==> config.mk <==
export PLATFORM = sky130hd
export DESIGN_NAME = wmo_ctrl
export DESIGN_NICKNAME = d
export VERILOG_FILES = /design/src/rtl/wmo_pkg.sv /design/src/rtl/wmo_ctrl.sv
export SDC_FILE = /design/constraint.sdc
export NUM_CORES = 1
export LEC_CHECK = 0
export BUFFER_PORTS_ARGS = -buffer_cell sky130_fd_sc_hd__buf_4
export CAP_MARGIN = 0
export CORE_MARGIN = 2
export CORE_UTILIZATION = 37
export CTS_CLUSTER_SIZE = 30
export DETAILED_ROUTE_END_ITERATION = 8
export PLACE_DENSITY = 0.67
export SETUP_SLACK_MARGIN = 0.5
export SLEW_MARGIN = 10
export SYNTH_ARGS = -nofsm -noshare
export SYNTH_HDL_FRONTEND = slang
export SYNTH_SLANG_ARGS = --single-unit
==> constraint.sdc <==
create_clock -name aclk -period 1.6 [get_ports aclk]
set_clock_uncertainty 0.15 [all_clocks]
set_input_delay 0.16 -clock aclk [delete_from_list [all_inputs] [get_ports aclk]]
set_output_delay 0.16 -clock aclk [all_outputs]
set_load 0.02 [all_outputs]
==> src/rtl/wmo_pkg.sv <==
// ---------------------------------------------------------------------------
// wmo_pkg
// Shared types and constants for the wavetable morph oscillator.
// ---------------------------------------------------------------------------
package wmo_pkg;

    localparam int MEM_AW     = 17;
    localparam int MEM_DEPTH  = 1 << MEM_AW;
    localparam int RATE_W     = 18;
    localparam int TCNT_W     = 7;
    localparam int CFG_W      = 18;
    localparam int FREQ_W     = 24;
    localparam int POS_W      = 17;
    localparam int SAMP_W     = 16;
    localparam int TC_W       = 9;   // holds table counts up to 256
    localparam int ZQ_W       = 42;  // quotient bits of (rate << 24) / freq
    localparam int DVD_W      = 64;
    localparam int REM_W      = 26;
    localparam int CNT_W      = 6;

    localparam logic CFG_SAMPLE_RATE = 1'b0;
    localparam logic CFG_TABLE_COUNT = 1'b1;

    localparam logic [RATE_W-1:0] RATE_RST = 18'd48000;
    localparam logic [TCNT_W-1:0] TCNT_RST = 7'd64;

    typedef enum logic [3:0] {
        ST_IDLE,
        ST_CHECK,
        ST_DIVZ,
        ST_WRAP,
        ST_MUL,
        ST_SCALE,
        ST_RANGE,
        ST_DIVN,
        ST_IDX,
        ST_READ,
        ST_INT1,
        ST_INT2,
        ST_INT3,
        ST_OUT
    } wmo_state_t;

    typedef struct packed {
        logic       capture;
        logic       mem_wr;
        logic       inc_phase;
        logic       div_load_z;
        logic       div_load_n;
        logic       div_step;
        logic       wrap_upd;
        logic       mul_prod;
        logic       scale;
        logic       range_chk;
        logic       set_idx;
        logic       rd_en;
        logic [1:0] rd_sel;
        logic       int1;
        logic       int2;
        logic       int3;
        logic       out_load;
    } wmo_cmd_t;

    typedef struct packed {
        logic freq_pos;
        logic div_last;
        logic clamp_now;
        logic out_free;
    } wmo_status_t;

endpackage

==> src/rtl/wmo_ctrl.sv <==
// ---------------------------------------------------------------------------
// wmo_ctrl
// Sequencer: walks one tick through divide, wrap, index, reads and blend.
// ---------------------------------------------------------------------------
module wmo_ctrl (
    input  logic                 aclk,
    input  logic                 aresetn,
    input  logic                 s_valid,
    input  logic                 s_action,
    output logic                 s_ready,
    input  wmo_pkg::wmo_status_t status,
    output wmo_pkg::wmo_cmd_t    cmd
);
    import wmo_pkg::*;

    wmo_state_t state_reg, state_next;
    logic [1:0] rd_cnt_reg, rd_cnt_next;
    logic       accept;

    assign s_ready = (state_reg == ST_IDLE);
    assign accept  = s_valid && s_ready;

    always_ff @(posedge aclk) begin
        if (!aresetn) begin
            state_reg  <= ST_IDLE;
            rd_cnt_reg <= 2'd0;
        end else begin
            state_reg  <= state_next;
            rd_cnt_reg <= rd_cnt_next;
        end
    end

    always_comb begin
        state_next  = state_reg;
        rd_cnt_next = rd_cnt_reg;
        unique case (state_reg)
            ST_IDLE: begin
                if (accept && s_action) state_next = ST_CHECK;
            end
            ST_CHECK: state_next = status.freq_pos ? ST_DIVZ : ST_IDLE;
            ST_DIVZ: begin
                if (status.div_last) state_next = ST_WRAP;
            end
            ST_WRAP:  state_next = ST_MUL;
            ST_MUL:   state_next = ST_SCALE;
            ST_SCALE: state_next = ST_RANGE;
            ST_RANGE: state_next = status.clamp_now ? ST_IDX : ST_DIVN;
            ST_DIVN: begin
                if (status.div_last) state_next = ST_IDX;
            end
            ST_IDX: begin
                state_next  = ST_READ;
                rd_cnt_next = 2'd0;
            end
            ST_READ: begin
                rd_cnt_next = rd_cnt_reg + 2'd1;
                if (rd_cnt_reg == 2'd3) state_next = ST_INT1;
            end
            ST_INT1: state_next = ST_INT2;
            ST_INT2: state_next = ST_INT3;
            ST_INT3: state_next = ST_OUT;
            ST_OUT: begin
                if (status.out_free) state_next = ST_IDLE;
            end
            default: state_next = ST_IDLE;
        endcase
    end

    always_comb begin
        cmd = '0;
        cmd.rd_sel = rd_cnt_reg;
        unique case (state_reg)
            ST_IDLE: begin
                cmd.capture = accept && s_action;
                cmd.mem_wr  = accept && !s_action;
            end
            ST_CHECK: begin
                cmd.inc_phase  = status.freq_pos;
                cmd.div_load_z = status.freq_pos;
            end
            ST_DIVZ:  cmd.div_step   = 1'b1;
            ST_WRAP:  cmd.wrap_upd   = 1'b1;
            ST_MUL:   cmd.mul_prod   = 1'b1;
            ST_SCALE: cmd.scale      = 1'b1;
            ST_RANGE: begin
                cmd.range_chk  = 1'b1;
                cmd.div_load_n = 1'b1;
            end
            ST_DIVN:  cmd.div_step   = 1'b1;
            ST_IDX:   cmd.set_idx    = 1'b1;
            ST_READ:  cmd.rd_en      = 1'b1;
            ST_INT1:  cmd.int1       = 1'b1;
            ST_INT2:  cmd.int2       = 1'b1;
            ST_INT3:  cmd.int3       = 1'b1;
            ST_OUT:   cmd.out_load   = status.out_free;
            default:  cmd = '0;
        endcase
    end

endmodule

== Word level (Yosys, flattened, before mapping) ==
Index checks and enable logic that the tools add are counted.

* Register bits: 6
* Latch bits: 0
* Memory bits (writable): 0
* ROM bits: 0
* Input port bits: 8
* Output and inout bits: 19
* Word-level logic and storage cells: 54
* Memories kept: 0

* $add $sub $neg: 1
* Multiply operators: 0
* Divide/modulo/power cells: 0
* Order comparisons: 0
* Equal/unequal tests: 19
* Shifts and indexed selects: 0
* Mux-type cells: 23
* Bitwise operators: 0
* Reductions and logical operators: 9

{| class="wikitable"
|+ Operators with widths
! kind !! count
|-
| 4-bit case mux with 14 select lines || 1
|-
| 4-bit equality test (second input constant) || 6
|-
| 4-bit 2-to-1 mux || 6
|-
| 4-bit by 3-bit equality test with 1-bit output (second input constant) || 4
|-
| 14-bit OR reduction || 1
|-
| 1-bit 2-to-1 mux || 11
|-
| 4-bit by 2-bit equality test with 1-bit output (second input constant) || 2
|-
| 2-bit 2-to-1 mux || 4
|-
| 2-bit != test (second input constant) || 4
|-
| 5-bit AND reduction || 1
|-
| 4-bit by 1-bit equality test with 1-bit output (second input constant) || 1
|-
| 4-bit logical NOT || 1
|-
| 2-bit case mux with 2 select lines || 1
|-
| 1-bit logical AND || 3
|-
| 2-bit by 1-bit adder with 2-bit output (second input constant) || 1
|-
| 2-bit equality test (second input constant) || 1
|-
| 2-bit by 1-bit != test with 1-bit output (second input constant) || 1
|-
| 2-bit nonzero test || 1
|-
| 2-bit OR reduction || 1
|-
| 1-bit logical NOT || 1
|}

== Logic depth before layout (Yosys ltp) ==
Gate-level depths: netlist (run 1).

* Word-level depth: 5
* Gate-level depth with buffers: 6
* Depth with buffers taken out: 5

== Worst setup path after synthesis (run 1) ==
OpenSTA, ideal clock, no wires.

* Path type: register to output
* From: register state_reg[0]
* To: output cmd[15] (netlist name)
* Arrival time: 1.491 ns
* Data required time: 1.290 ns
* Slack: -0.201 ns
* Cell stages (with the launch flop): 6
* Path buffers: 2
* Cell sequence: dfxtp_1 > buf_4 > nor2b_1 > nand2_1 > nor3_1 > buf_4

{| class="wikitable"
|+ RTL lines
! item !! RTL line !! RTL
|-
| start, declared || wmo_ctrl.sv:16 || <nowiki>wmo_state_t state_reg, state_next;</nowiki>
|-
| start signal, assigned || wmo_ctrl.sv:28 || <nowiki>state_reg <= state_next;</nowiki>
|-
| end, declared || wmo_ctrl.sv:12 || <nowiki>output wmo_pkg::wmo_cmd_t cmd</nowiki>
|}

==> impl_metrics.ini, run 1 <==
[run_status]
status = complete, but fails checks
violations = setup timing

[timing]
rsz0062_at_grt = yes
fin_tns_setup_ns = -0.3955
max_slew_margin = 0.8285
setup_slack_ns = -0.1053
fin_crit_sh = 1.066
hold_violations = 0
hold_slack_ns = 0.02331
period_needed_ns = 1.705
setup_viol = 10
worstMarginPinSlew_ns = 0.2502
slew_viol_final = 0
max_freq_mhz = 586.4

[cts]
hold_buffers = 0
clk_path_buf_depth = 2
cts-root-buf = clkbuf_4
insertion_delay_ns = 0.26
cts.sinks = 6
htreeDepth = 1
cts_tree = yes
path_clk_slew_ns = 0.06
cts_made_buffers = 3

[setup_path]
crit_type = flip-flop to output port
r2r-end = rd_cnt_reg[0]
end_kind = output port
arrival_ns = 1.40
worst_ep_required_time_ns = 1.29
cp-start-kind = flip-flop
r2r.worst_path.cells = 5
r2r_setup_slack_ns = -0.02
worstReg2RegStart = state_reg[2]
crit_path_max_fanout = 7

[die]
fp.dieArea_um2 = 1909
die_h_um = 43.70
rows = 14
ios = 27
start_util = 0.3916
die_x_um = 43.70
core_area_um2 = 1489

[layout]
regArea_um2 = 135.1
fin_util = 0.9597
stdcell_count = 151
fillers = 29
layout.nets = 146
area_growth_syn_to_layout_pct = 145.1
final_area_um2 = 1429
largest_reg_flops = 4
drive_gt1_frac = 0.7926
n_antenna_cell = 0
multi_input_area_um2 = 656.9

[global_routing]
grt_usage = 0.2931
antenna_found_initial = 0
grt_max_degree = 8
grt_pass1_vias = 839
grt_pass1_wl_um = 3946
grt.overflow.total = 0

[power_and_ir_drop]
peakVddDrop_mv = 1.365
power_density_nw_per_um2 = 1642
total_power_mw = 2.346
power_leakage_nw = 0.5912

[drt]
ant_nets = 0
wl_um = 3463
routedWlPerCell_um = 22.93
dr.pass1.iters = 5
drt_iter0_drc = 44
viasPerCell = 6.338
num_vias = 957
drcViolationCount = 0

[synthesis]
syn_nets = 90
syn_avg_cell_area_um2 = 7.198
syn_area_um2 = 583.1
netlist-cell-type-count = 33
yosysWarnings = 0
ys_seq_area_frac = 0.2060
syn_inst = 81
synth-seq-cells = 6

[min_path]
min_from = aresetn
hold-path-cell-count = 2
whs_endpoint = state_reg[2]
hp-class = input port to flip-flop

[place]
gp_congestion = 0.8373
dp.cells = 125
dpl-instance-area_um2 = 975.9
place_hpwl_um = 1363
pre_cts_ws_ns = 0.05813
io_buffers = 26

[job]
maxCapViolations = 0
==> cells in the mapped netlist <==
cell | instances | area share
a21boi_0 | 2 | 0.026
nor3_1 | 8 | 0.069
o21ai_0 | 6 | 0.052
nand3_2 | 1 | 0.017
nand2b_1 | 1 | 0.011
nand2_1 | 7 | 0.045
or3_4 | 1 | 0.019
inv_1 | 3 | 0.019
and3_1 | 3 | 0.032
xor2_1 | 1 | 0.015
dfxtp_1 | 6 | 0.21
ha_1 | 1 | 0.021
a21boi_1 | 2 | 0.026
nor3b_1 | 1 | 0.013
mux2i_1 | 2 | 0.034
nand2b_2 | 1 | 0.015
nand2_2 | 1 | 0.011
o211ai_1 | 1 | 0.013
nor2b_1 | 2 | 0.021
o32ai_1 | 1 | 0.015
nand3_1 | 5 | 0.043
buf_2 | 3 | 0.026
and2_1 | 2 | 0.021
buf_6 | 1 | 0.019
or3_1 | 1 | 0.011
buf_4 | 4 | 0.052
a21oi_1 | 1 | 0.0086
nand2b_4 | 1 | 0.024
nor2_1 | 8 | 0.052
nor4_2 | 1 | 0.021
o21a_1 | 1 | 0.013
o2111ai_1 | 1 | 0.015
o31a_1 | 1 | 0.015
==> routing by layer <==
layer / vias to the layer above / share of wire / global-route usage
li1: 398 / - / -
met1: 441 / 0.34 / 0.3101
met2: 86 / 0.51 / 0.4941
met3: 32 / 0.075 / 0.07500
met4: 0 / 0.069 / 0.2182
met5: - / 0 / 0
==> layout by cell type, fill, tap and decap left out, types with 2 or more instances in the layout <==
cell type  instances
a21boi_1           3
and2_4             2
and3_1             2
buf_4             24
buf_6             33
clkbuf_4           3
dfxtp_1            2
dfxtp_4            4
mux2i_1            2
nand2_1            3
nand2_2            3
nand2_4            2
nand2b_4           3
nand3_1            2
nand3_2            2
nand3_4            2
nor2_4             6
nor3_4             7
o21ai_0            2
o21ai_1            4
==> worst max-delay path by stage <==
stage / from / to / slack [ns]
after floorplan: state_reg[2] / cmd[16] / 0.08
after global placement: state_reg[0] / state_reg[1] / 0.08
after detailed placement: state_reg[0] / state_reg[0] / 0.06
after CTS: state_reg[3] / cmd[13] / 0.02
after global routing: state_reg[0] / cmd[14] / -0.16
final: state_reg[0] / cmd[14] / -0.11
==> critical path: stages (launching register included) <==
cell and delay [ns]:
dfxtp_4 0.41, buf_4 0.12, nor2b_4 0.20, nand2_2 0.09, nor3_4 0.17, buf_6 0.15
==> layout make-up <==
type / instances / area share
repair buffers: 59 / 0.4002
well taps: 16 / 0.01401
inverters: 3 / 0.01576
flip-flops and latches: 6 / 0.09457
clock buffers: 3 / 0.01576
multi-input cells: 64 / 0.4597
==> where the power goes <==
part / internal (mW) / switching (mW) / total [mW] / leakage [nW]
Sequential: 0.199 / 0.0964 / 0.295 / 0.0517
Combinational: 0.943 / 0.942 / 1.89 / 0.526
Clock: 0.0865 / 0.0787 / 0.165 / 0.0138
==> repair_timing <==
action	in CTS	in global routing
buffers inserted	17	6
pin swaps	14	22
setup endpoints to repair	25	25
resized for setup	41	31
==> logic make-up (layout without fill, tap and decap cells) <==
kind of cell,count (synthesis),count (layout),share of synthesized area
XOR/XNOR,1,1,0.01502
buffers and inverters,11,65,0.1159
multiplexers,2,2,0.03434
adder cells (fa/ha/maj),1,1,0.02146
flip-flops,6,6,0.2060
AND/OR/NAND/NOR,44,44,0.4249
AO/OA/AOI/OAI,16,16,0.1824
Note: power is estimated with default switching activity, not from simulation.
==> inputs of run 2 (changes only) <==
Settings changed: CORE_UTILIZATION 37 to 44, PLACE_DENSITY 0.67 to 0.77.
==> impl_metrics.ini, run 2 <==
[synthesis]
synth_top_area_cell = dfxtp_1
yosysWarnings = 0
postSynth.asyncResetShare = 0
synth-edff-count = 0
yosys-top-cells-count = nor2_1, nor3_1, nand2_1
syn_area_um2 = 583.1
syn_inst = 81
syn_nets = 90
ys.flop_type = dfxtp_1
synth-seq-cells = 6
ys_seq_area_frac = 0.2060
synth_area_leaders = dfxtp_1, nor3_1, o21ai_0
syn_avg_cell_area_um2 = 7.198
netlist-cell-type-count = 33
synth_top_cell_area_share = 0.2060

[die]
rows = 13
die_h_um = 40.40
ios = 27
die_x_um = 40.40
start_util = 0.4596

[place]
io_buffers = 26
gp_congestion = 0.8745
place_hpwl_um = 1331

[run_status]
status = stopped before the end
tool.error = [ERROR DPL-0033] detailed placement checks failed during check placement.
failed_stage = clock tree synthesis

[cts]
cts.sinks = 6
hold_buffers = 0
post_cts_buffers = 14
cts_made_buffers = 3
clk_path_buf_depth = 2
cts_resized = 39
htreeDepth = 1
cts-root-buf = clkbuf_4
run 2: cell counts after synthesis:
No cell type changed its count.
run 2: per-stage QoR:
| stage | util | hold WS (ns) | cell area (um2) | std cells | setup WS [ns] |
|---|---|---|---|---|---|
| 2_1_floorplan | - | 0.1379 | 762.0 | 81 | 0.07867 |
| 3_3_place_gp | 0.7801 | 0.2830 | 989.7 | 126 | 0.08137 |
| 3_5_place_dp | 0.7801 | 0.2910 | 989.7 | 126 | 0.01310 |
run 2: kinds of logic after synthesis:
kind of cell	Yosys count	synth area share
muxes	2	0.03434
DFF	6	0.2060
xor gates and xnor gates	1	0.01502
adders and majority gates	1	0.02146
buffers and inverters	11	0.1159
AOI/OAI and AO/OA	16	0.1824
and+or+nand+nor	44	0.4249
==> inputs of run 3 (changes only) <==
Settings changed: CORE_AREA set to 2 2 63 65, CORE_MARGIN 2 to not set, CORE_UTILIZATION 44 to not set, CTS_CLUSTER_SIZE 30 to not set, DIE_AREA set to 0 0 65 67, PLACE_DENSITY 0.77 to not set, PLACE_DENSITY_LB_ADDON set to 0.15, SETUP_SLACK_MARGIN 0.5 to not set.
==> impl_metrics.ini, run 3 (same netlist as run 1, synthesis figures left out) <==
[timing]
max_slew_margin = 0.7943
hold_violations = 0
fin_crit_sh = 0.9872
fin_tns_setup_ns = 0
setup_viol = 0
max_freq_mhz = 633.1
rsz0062_at_grt = yes
setup_slack_ns = 0.02041
worstMarginPinSlew_ns = 0.3063
slew_viol_final = 0
period_needed_ns = 1.580

[power_and_ir_drop]
power_leakage_nw = 0.4587
total_power_mw = 1.516
peakVddDrop_mv = 0.3557
power_density_nw_per_um2 = 1472

[drt]
drt_iter0_drc = 13
viasPerCell = 4.313
num_vias = 716
wl_um = 1889
dr.pass1.iters = 4
ant_nets = 0
drcViolationCount = 0
routedWlPerCell_um = 11.38

[setup_path]
crit_path_max_fanout = 4
critPathTopFamily = simple AND/OR/NAND/NOR gates
cp_slowest_cell = nor4_4
crit_type = flip-flop to output port
cp-start-kind = flip-flop
startpoint = state_reg[2]
crit_buf_inv = 1
arrival_ns = 1.27
path_cells = nor4_4 > nand2_1 > nor2_1 > buf_4
worstReg2RegStart = state_reg[2]
end_kind = output port
worst_ep_required_time_ns = 1.29
slowest_delay_ns = 0.36

[cts]
hold_buffers = 0
cts-root-buf = clkbuf_8
path_clk_slew_ns = 0.03
cts_tree = yes
clk_path_buf_depth = 2
cts_made_buffers = 3
insertion_delay_ns = 0.22
cts.sinks = 6
htreeDepth = 1

[global_routing]
grt.overflow.total = 0
grt_pass1_wl_um = 3312
grt_max_degree = 14
grt_pass1_vias = 758
antenna_found_initial = 0
grt_usage = 0.09797

[place]
io_buffers = 26
dp.cells = 156
gp_congestion = 0.8009
dpl-instance-area_um2 = 868.3
pre_cts_ws_ns = 0.07726
place_hpwl_um = 1478

[die]
core_area_um2 = 3606
fp.dieArea_um2 = 4355
start_util = 0.1617
ios = 27
die_x_um = 65
rows = 22
die_h_um = 67

[layout]
largest_reg_flops = 4
layout.nets = 129
n_antenna_cell = 0
drive_gt1_frac = 0.4915
final_area_um2 = 1030
layout_commonest_cell = buf_4
mostFrequentLayoutCells = buf_4, nor2_1, buf_6, nand2_1
fillers = 406
area_growth_syn_to_layout_pct = 76.61
stdcell_count = 166

[min_path]
min_from = aresetn
hp-class = input port to flip-flop

[job]
maxCapViolations = 0

[run_status]
status = completed
run 3: where the power goes:
part,leakage [nW],internal [mW],total (mW),switching (mW)
clock network,0.0216,0.161,0.222,0.0606
logic,0.386,0.535,1.04,0.509
registers,0.0511,0.191,0.250,0.0588
total,0.459,0.887,1.52,0.629
run 3: path summary, 6_finish.rpt:
kind                            slack [ns]       endpoint  cells after the start
worst max register to register        0.11   state_reg[0]                      5
worst min register to register        0.37  rd_cnt_reg[1]                      2
worst max-delay path                  0.02        cmd[16]                      4
worst min-delay path                  0.08   state_reg[2]                      2
run 3: metrics by stage:
step / util / hold WS, ns
final: 0.2856 / 0.07507
after detailed placement: 0.2408 / 0.3064
after floorplan: - / 0.1379
after CTS: 0.2647 / 0.07180
after global routing: 0.2856 / 0.08416
after global placement: 0.2408 / 0.3014
run 3: area by class of cell:
type,count,area [um2],area share
tap,48,60.06,0.05832
inverter,3,11.26,0.01094
clock buffer,3,41.29,0.04010
multi-input combinational,64,427.9,0.4156
sequential,6,131.4,0.1276
timing repair buffer,42,357.8,0.3475
run 3: timing repair:
action | CTS | global route
gates resized for setup | 7 | 10
setup buffers | 4 | 3
endpoints found under the setup margin | 18 | 11
endpoints found under the hold margin | 0 | 0
pin swaps | 4 | 2
run 3: per-layer routing:
metal / up-vias / global-route usage / part of all wire
met1: 330 / 0.1140 / 0.48
met5: - / 0 / 0
li1: 358 / - / -
met4: 0 / 0.02660 / 0
met2: 28 / 0.1753 / 0.46
met3: 0 / 0.02703 / 0.062
